$ cat config.mk
export PLATFORM = sky130hd
export DESIGN_NAME = multilevel_ready_queue_scheduler_top
export DESIGN_NICKNAME = d
export VERILOG_FILES = /design/src/sv/mrqs_pkg.sv /design/src/sv/multilevel_ready_queue_scheduler_top.sv
export SDC_FILE = /design/constraint.sdc
export NUM_CORES = 1
export LEC_CHECK = 0
export BUFFER_PORTS_ARGS = -buffer_cell sky130_fd_sc_hd__buf_2
export CELL_PAD_IN_SITES_DETAIL_PLACEMENT = 1
export CELL_PAD_IN_SITES_GLOBAL_PLACEMENT = 2
export CORE_UTILIZATION = 46
export DETAILED_ROUTE_END_ITERATION = 6
export GPL_TIMING_DRIVEN = 0
export PLACE_DENSITY = 0.82
export SETUP_SLACK_MARGIN = 0.15
export SYNTH_ARGS = -nofsm -noshare
export SYNTH_HDL_FRONTEND = slang
export SYNTH_SLANG_ARGS = --single-unit
$ cat constraint.sdc
create_clock -name clock -period 7.4 [get_ports clock]
set_input_delay 1.48 -clock clock [delete_from_list [all_inputs] [get_ports clock]]
set_output_delay 1.48 -clock clock [all_outputs]
set_load 0.01 [all_outputs]
$ cat src/sv/mrqs_pkg.sv
// Shared types and constants for the ready-queue scheduler.
package mrqs_pkg;
   localparam int MaxProcs = 16;
   localparam int Levels   = 4;
   localparam int PidW     = $clog2(MaxProcs);
   localparam int LvW      = $clog2(Levels);

   localparam logic [2:0] REQ_YIELD = 3'd0;
   localparam logic [2:0] REQ_BLOCK = 3'd1;
   localparam logic [2:0] REQ_WAKE  = 3'd2;
   localparam logic [2:0] REQ_SETP  = 3'd3;
   localparam logic [2:0] REQ_GETP  = 3'd4;

   localparam logic [1:0] ST_OK      = 2'd0;
   localparam logic [1:0] ST_BADPRIO = 2'd1;
   localparam logic [1:0] ST_QUEUED  = 2'd2;
   localparam logic [1:0] ST_EMPTY   = 2'd3;

   localparam logic [LvW-1:0] MaxUsable = LvW'(Levels - 2);

   typedef enum logic [7:0] {
      S_IDLE  = 8'b0000_0001,
      S_RDA   = 8'b0000_0010,
      S_ENQ   = 8'b0000_0100,
      S_DEQR  = 8'b0000_1000,
      S_DEQ   = 8'b0001_0000,
      S_WALK  = 8'b0010_0000,
      S_WALKR = 8'b0100_0000,
      S_OUT   = 8'b1000_0000
   } state_type;
endpackage

$ cat src/sv/multilevel_ready_queue_scheduler_top.sv
// Top level of the multilevel ready-queue scheduler.
// A request is latched, then served by one memory read of the slot pool per
// list step, and its result is presented in S_OUT. Get priority, a rejected
// request and an ignored kind go straight to the result; wake enqueues, block
// dequeues, and yield with a requeue of the running process enqueues it and
// then dequeues. The set-priority unlink walks the level's list slot by
// slot, alternating S_WALKR and S_WALK for each slot it visits.
// Slot links live in a one-read-port synchronous memory; priorities, heads
// and tails sit in flip-flops. Free slot = slot of the same index as the
// process, since each process is queued at most once. The result register
// frees the next request only after the result has been taken.
module multilevel_ready_queue_scheduler_top
   import mrqs_pkg::*;
(
   input  logic            clock,
   input  logic            reset,
   input  logic            req_valid,
   output logic            req_stall,
   input  logic [2:0]      req_req_type,
   input  logic [3:0]      req_proc_id,
   input  logic [1:0]      req_new_priority,
   output logic            rsp_valid,
   input  logic            rsp_stall,
   output logic [1:0]      rsp_status,
   output logic [3:0]      rsp_next_proc,
   output logic            rsp_next_valid,
   output logic [1:0]      rsp_priority_out
);
   // Slot s is owned by process s; queued bit doubles as slot occupancy.
   logic [PidW-1:0] link_mem [MaxProcs];
   logic [PidW-1:0] link_rd_ff;
   logic            link_we;
   logic [PidW-1:0] link_wa, link_wd, link_ra;

   logic [LvW-1:0]  prio_ff [MaxProcs];
   logic [MaxProcs-1:0] queued_ff;
   logic [Levels-1:0]   hvalid_ff;
   logic [PidW-1:0] head_ff [Levels];
   logic [PidW-1:0] tail_ff [Levels];
   logic            run_v_ff;
   logic [PidW-1:0] run_ff;

   state_type       state_ff;
   logic [2:0]      rt_ff;
   logic [PidW-1:0] pid_ff;
   logic [LvW-1:0]  np_ff;
   logic [PidW-1:0] cur_ff, prev_ff;
   logic            prev_v_ff;
   logic [PidW-1:0] epid_ff;
   logic [LvW-1:0]  elv_ff;
   logic            after_deq_ff;

   logic [1:0]      st_ff;
   logic [PidW-1:0] nx_ff;
   logic            nv_ff;
   logic [1:0]      po_ff;

   // yield puts the running process back first unless it is already queued
   logic            requeue_run;
   assign requeue_run = (rt_ff == REQ_YIELD) && run_v_ff && !queued_ff[run_ff];

   always_ff @(posedge clock) begin
      if (link_we) link_mem[link_wa] <= link_wd;
      link_rd_ff <= link_mem[link_ra];
   end

   // lowest-numbered non-empty level
   logic            any_ready;
   logic [LvW-1:0]  best_lv;
   always_comb begin
      any_ready = 1'b0;
      best_lv   = '0;
      for (int i = Levels - 1; i >= 0; i--) begin
         if (hvalid_ff[i]) begin
            any_ready = 1'b1;
            best_lv   = LvW'(i);
         end
      end
   end

   assign req_stall = (state_ff != S_IDLE);
   assign rsp_valid = (state_ff == S_OUT);
   assign rsp_status = st_ff;
   assign rsp_next_proc = nx_ff;
   assign rsp_next_valid = nv_ff;
   assign rsp_priority_out = po_ff;

   logic [PidW-1:0] bhead;
   assign bhead = head_ff[best_lv];

   always_comb begin
      link_we = 1'b0;
      link_wa = epid_ff;
      link_wd = epid_ff;
      link_ra = cur_ff;
      case (state_ff)
         S_ENQ: begin
            if (hvalid_ff[elv_ff]) begin
               link_we = 1'b1;
               link_wa = tail_ff[elv_ff];
            end
         end
         S_DEQR: link_ra = bhead;
         S_WALK: begin
            link_ra = cur_ff;
            if (cur_ff == pid_ff && prev_v_ff) begin
               link_we = 1'b1;
               link_wa = prev_ff;
               link_wd = link_rd_ff;
            end
         end
         default: ;
      endcase
   end

   always_ff @(posedge clock) begin
      if (reset) begin
         state_ff  <= S_IDLE;
         queued_ff <= '0;
         hvalid_ff <= '0;
         run_v_ff  <= 1'b0;
         for (int i = 0; i < MaxProcs; i++) prio_ff[i] <= MaxUsable;
      end else begin
         case (state_ff)
            S_IDLE: begin
               if (req_valid) begin
                  rt_ff <= req_req_type;
                  pid_ff <= req_proc_id;
                  np_ff <= req_new_priority;
                  st_ff <= ST_OK;
                  nx_ff <= '0;
                  nv_ff <= 1'b0;
                  po_ff <= '0;
                  state_ff <= S_RDA;
               end
            end
            S_RDA: begin
               after_deq_ff <= requeue_run;
               case (rt_ff)
                  REQ_YIELD, REQ_BLOCK: begin
                     if (requeue_run) begin
                        epid_ff <= run_ff;
                        elv_ff <= prio_ff[run_ff];
                        state_ff <= S_ENQ;
                     end else state_ff <= S_DEQR;
                  end
                  REQ_WAKE: begin
                     if (queued_ff[pid_ff]) begin
                        st_ff <= ST_QUEUED;
                        state_ff <= S_OUT;
                     end else begin
                        epid_ff <= pid_ff;
                        elv_ff <= prio_ff[pid_ff];
                        state_ff <= S_ENQ;
                     end
                  end
                  REQ_SETP: begin
                     if (32'(np_ff) + 2 > Levels) begin
                        st_ff <= ST_BADPRIO;
                        state_ff <= S_OUT;
                     end else if (np_ff != prio_ff[pid_ff] && queued_ff[pid_ff]) begin
                        cur_ff <= head_ff[prio_ff[pid_ff]];
                        prev_v_ff <= 1'b0;
                        elv_ff <= prio_ff[pid_ff];
                        state_ff <= S_WALKR;
                     end else begin
                        prio_ff[pid_ff] <= np_ff;
                        state_ff <= S_OUT;
                     end
                  end
                  REQ_GETP: begin
                     po_ff <= prio_ff[pid_ff];
                     state_ff <= S_OUT;
                  end
                  default: state_ff <= S_OUT;
               endcase
            end
            S_ENQ: begin
               if (!hvalid_ff[elv_ff]) begin
                  hvalid_ff[elv_ff] <= 1'b1;
                  head_ff[elv_ff] <= epid_ff;
               end
               tail_ff[elv_ff] <= epid_ff;
               queued_ff[epid_ff] <= 1'b1;
               state_ff <= after_deq_ff ? S_DEQR : S_OUT;
            end
            S_DEQR: state_ff <= S_DEQ;
            S_DEQ: begin
               if (any_ready) begin
                  queued_ff[bhead] <= 1'b0;
                  if (bhead == tail_ff[best_lv]) hvalid_ff[best_lv] <= 1'b0;
                  else head_ff[best_lv] <= link_rd_ff;
                  run_ff <= bhead;
                  run_v_ff <= 1'b1;
                  nx_ff <= bhead;
                  nv_ff <= 1'b1;
               end else begin
                  run_v_ff <= 1'b0;
                  st_ff <= ST_EMPTY;
               end
               state_ff <= S_OUT;
            end
            S_WALKR: state_ff <= S_WALK;
            S_WALK: begin
               // link_rd_ff holds link of cur_ff
               if (cur_ff == pid_ff) begin
                  if (!prev_v_ff) begin
                     if (cur_ff == tail_ff[elv_ff]) hvalid_ff[elv_ff] <= 1'b0;
                     else head_ff[elv_ff] <= link_rd_ff;
                  end else if (cur_ff == tail_ff[elv_ff]) tail_ff[elv_ff] <= prev_ff;
                  queued_ff[pid_ff] <= 1'b0;
                  prio_ff[pid_ff] <= np_ff;
                  epid_ff <= pid_ff;
                  elv_ff <= np_ff;
                  state_ff <= S_ENQ;
               end else begin
                  prev_ff <= cur_ff;
                  prev_v_ff <= 1'b1;
                  cur_ff <= link_rd_ff;
                  state_ff <= S_WALKR;
               end
            end
            S_OUT: if (!rsp_stall) state_ff <= S_IDLE;
            default: state_ff <= S_IDLE;
         endcase
      end
   end

   a_stall_busy: assert property (@(posedge clock) disable iff (reset)
      rsp_valid |-> req_stall) else $error("accept while result pending");
   a_hold: assert property (@(posedge clock) disable iff (reset)
      rsp_valid && rsp_stall |=> rsp_valid && $stable(rsp_status))
      else $error("result dropped");
   a_nv: assert property (@(posedge clock) disable iff (reset)
      rsp_valid && rsp_next_valid |-> rsp_status == ST_OK)
      else $error("bad status with selection");
endmodule
==> results.sh <==
export IMPL_ys_types=74
export IMPL_synth_seq_cells=209
export IMPL_worst_endpoint_arrival_ps=4050
export IMPL_startpoint_type="flop"
export IMPL_power_ir_vdd_worst_mv=0.157
export IMPL_grt_use_met3=0.0392
export IMPL_drt_wl_total_um=32100
export IMPL_synth_top_family_by_area="simple AND/OR/NAND/NOR gates"
export IMPL_global_route_usage_met2=0.455
export IMPL_crit_path_frequent_cell="o21ai_0"
export IMPL_drt_iter0_markers=520
export IMPL_post_route_period_util=0.501
export IMPL_placeableCoreArea_mm2=0.0226
export IMPL_max_slew_worst_pin_slew_ps=1100
export IMPL_gp_routability_congestion=0.867
export IMPL_setup_worst_path_end_class="flop"
export IMPL_pwr_density_cell_mw_per_mm2=209
export IMPL_hold_viol=0
export IMPL_maxClockFrequency_mhz=270
export IMPL_timing_endpoint_of_the_critical_path="link_rd_ff[3]"
export IMPL_grt_ovfl_total=0
export IMPL_clk_path_buf_depth=3
export IMPL_netlist_instances=949
export IMPL_drive_above_1_share=0.160
export IMPL_synth_largest_area_cell="edfxtp_1"
export IMPL_timing_rr_end="link_rd_ff[3]"
export IMPL_place_detailed_hpwl_um=24100
export IMPL_reg2reg_setup_slack_ps=3690
export IMPL_setup_violations_final=0
export IMPL_numPortBuffers=23
export IMPL_diodes=0
export IMPL_initial_utilization=0.469
export IMPL_tritoncts_num_buffers=23
export IMPL_post_route_min_period_ps=3710
export IMPL_area_of_combinational_cells_with_multiple_inputs_mm2=0.00444
export IMPL_postRouteAntennaNets=0
export IMPL_ys_top_cells_by_count="edfxtp_1, nand2_1, nor2_1"
export IMPL_full_die_area_mm2=0.0237
export IMPL_grt_max_degree=17
export IMPL_worst_setup_hold_path_clk_slew_ps=60
export IMPL_post_drt_via_cell_ratio=6.22
export IMPL_ctsHtreeMaxLevel=1
export IMPL_critPathTopFamily="compound AO/OA/AOI/OAI gates"
export IMPL_rsz0062_at_grt="no"
export IMPL_critPathBufInv=2
export IMPL_synth_simple_gate_area_share=0.189
export IMPL_areaGrowthSynthToFinish_pct=10.6
export IMPL_postcts_setup_bufs=0
export IMPL_synth_net_count=962
export IMPL_via_count=8066
export IMPL_die_x_um=154
export IMPL_seqCellArea_mm2=0.00585
export IMPL_crit_path_start="hvalid_ff[1]"
export IMPL_post_synth_main_area_contributors="edfxtp_1, dfxtp_1, mux4_2"
export IMPL_reg2reg_from="hvalid_ff[1]"
export IMPL_reg2regPathDepth=8
export IMPL_synth_warning_count=0
export IMPL_synth_xor_area_frac=0.00907
export IMPL_cell_chosen_for_the_clock_root="clkbuf_16"
export IMPL_cts_tree="done"
export IMPL_grt_antenna_before_repair=0
export IMPL_busiest_layer="met2"
export IMPL_count_of_flip_flops_with_a_built_in_enable_after_synthesis=166
export IMPL_yosys_mux_area_fraction=0.101
export IMPL_synth_top_cell_area_share=0.469
export IMPL_first_global_vias=8289
export IMPL_cp_slowest_cell="o21ai_0"
export IMPL_synth_fa_ha_area_frac=0
export IMPL_timing_worst_setup_path_type="reg2reg"
export IMPL_worst_path_max_fanout=10
export IMPL_detail_route_first_pass_iterations=5
export IMPL_timing_critical_path_required_ps=7740
export IMPL_grt_first_pass_wirelength_um=49700
export IMPL_postSynth_topFlopCell="edfxtp_1"
export IMPL_hold_fix_buffers_at_cts=0
export IMPL_fp_row_count=55
export IMPL_io_pins=24
export IMPL_final_max_slew_violation_count=0
export IMPL_async_flop_share=0
export IMPL_grt_util_all_layers=0.278
export IMPL_detail_route_drc_violations=0
export IMPL_run_status="complete, no violations"
export IMPL_yosysMostFrequentCell="edfxtp_1"
export IMPL_yosysSeqAreaShare=0.550
export IMPL_syn_area_per_cell_um2=11.2
export IMPL_timing_critical_path_cells="buf_2 -> buf_1 -> o31a_1 -> o21ai_0 -> nand2_1 -> o21ai_0 -> a21boi_0 -> a2111oi_1"
export IMPL_synthesis_area_mm2=0.0106
export IMPL_cp_slowest_stage_delay_ps=860
export IMPL_synth_compound_gate_area_share=0.119
export IMPL_setup_tns_final_ps=0
export IMPL_cts_num_sinks=209
export IMPL_avgRoutedWirePerCell_um=24.7
export IMPL_cts_resized=0
export IMPL_whs_ps=532
export IMPL_power_leakage_nw=3.89
export IMPL_design_final_nets=1010
export IMPL_num_fill_cells=2427
export IMPL_class_of_the_worst_hold_path="reg2reg"
export IMPL_cap_viol_max_count=0
export IMPL_die_height_um=154
export IMPL_clock_skew_final_ps=11.8
export IMPL_max_slew_margin_rel=0.260
export IMPL_number_of_logic_stages_on_the_critical_path_including_buffering=8
export IMPL_clock_latency_ps=510
export IMPL_use_met1=0.395
[power breakdown]
| part | switching (mW) | internal, mW | leakage [nW] |
|---|---|---|---|
| Combinational | 0.0846 | 0.0496 | 1.73 |
| Sequential | 0.0141 | 1.27 | 1.84 |
| Clock | 0.450 | 0.584 | 0.322 |
| Total | 0.549 | 1.91 | 3.89 |
[state kept, by name, indices dropped and copies added (netlist names), 8 cells and up, named ones only]
register	count
state_ff	8
head_ff	16
prio_ff	32
link_mem	64
tail_ff	16
queued_ff	16
[worst min-delay path by stage]
stage	from	cells after the start	slack, ps	to
finish	queued_ff[14]	2	530	queued_ff[14]
global route	queued_ff[1]	2	560	queued_ff[1]
CTS	queued_ff[14]	2	540	queued_ff[14]
detailed placement	queued_ff[14]	2	530	queued_ff[14]
global placement	queued_ff[5]	2	520	queued_ff[5]
floorplan	after_deq_ff	2	470	state_ff[3]
[worst register-to-register path: stages, from the launching register on]
cell and delay (ps):
dfxtp_1 320, buf_2 190, buf_1 300, o31a_1 410, o21ai_0 860, nand2_1 390, o21ai_0 630, a21boi_0 350
a2111oi_1 100
[cell type report]
| type | count | share of cell area |
|---|---|---|
| Inverter | 14 | 0.00447 |
| Multi-Input combinational cell | 666 | 0.378 |
| Sequential cell | 209 | 0.497 |
| Timing Repair Buffer | 23 | 0.00980 |
| Clock buffer | 34 | 0.0533 |
| Clock inverter | 6 | 0.00266 |
| Tap cell | 285 | 0.0303 |
| Buffer | 60 | 0.0236 |
[cells by family (layout without fill, tap and decap cells)]
| family | count (synthesis) | in the layout |
|---|---|---|
| DFF | 209 | 209 |
| xor gates and xnor gates | 11 | 11 |
| muxes | 62 | 62 |
| AOI/OAI and AO/OA | 182 | 182 |
| buffers and inverters | 74 | 137 |
| and+or+nand+nor | 411 | 411 |
[through the flow]
| stage | cell area, um^2 | utilization | worst slack (ps) | power (mW) | instances |
|---|---|---|---|---|---|
| 2_1_floorplan | 10600 | - | 4450 | 1.40 | 949 |
| 3_3_place_gp | 11100 | 0.490 | 3480 | 1.44 | 1257 |
| 3_5_place_dp | 11100 | 0.490 | 3460 | 1.45 | 1257 |
| 4_1_cts | 11800 | 0.519 | 3730 | 2.47 | 1297 |
| 5_1_grt | 11800 | 0.519 | 3500 | 2.52 | 1297 |
| 6_report | 11800 | 0.519 | 3690 | 2.46 | 1297 |
[per-layer routing]
layer	share of wire	wire [um]	up-vias
li1	-	-	3699
met1	0.46	14700	4110
met2	0.47	15200	222
met3	0.054	1740	35
met4	0.015	479	0
met5	0	0	-
[layout by cell type, fill, tap and decap left out, drive strengths merged, types with 5 or more instances in the layout]
master / count
and2: 6
a21boi: 9
a21oi: 41
nand3: 63
xnor2: 9
nand2: 146
buf: 50
mux2: 21
edfxtp: 166
or2: 6
a31o: 16
o21a: 5
and3: 5
dfxtp: 43
nor2b: 14
nor4: 8
nand2b: 17
mux4: 34
nand4: 7
nor4b: 5
nor3: 40
mux2i: 7
o21ai: 28
clkbuf: 67
nor3b: 5
nor2: 68
a31oi: 16
a22oi: 5
clkinv: 5
inv: 15
or4: 5
o32ai: 6
a211oi: 15
o22ai: 9
(Power assumes the default switching activity.)
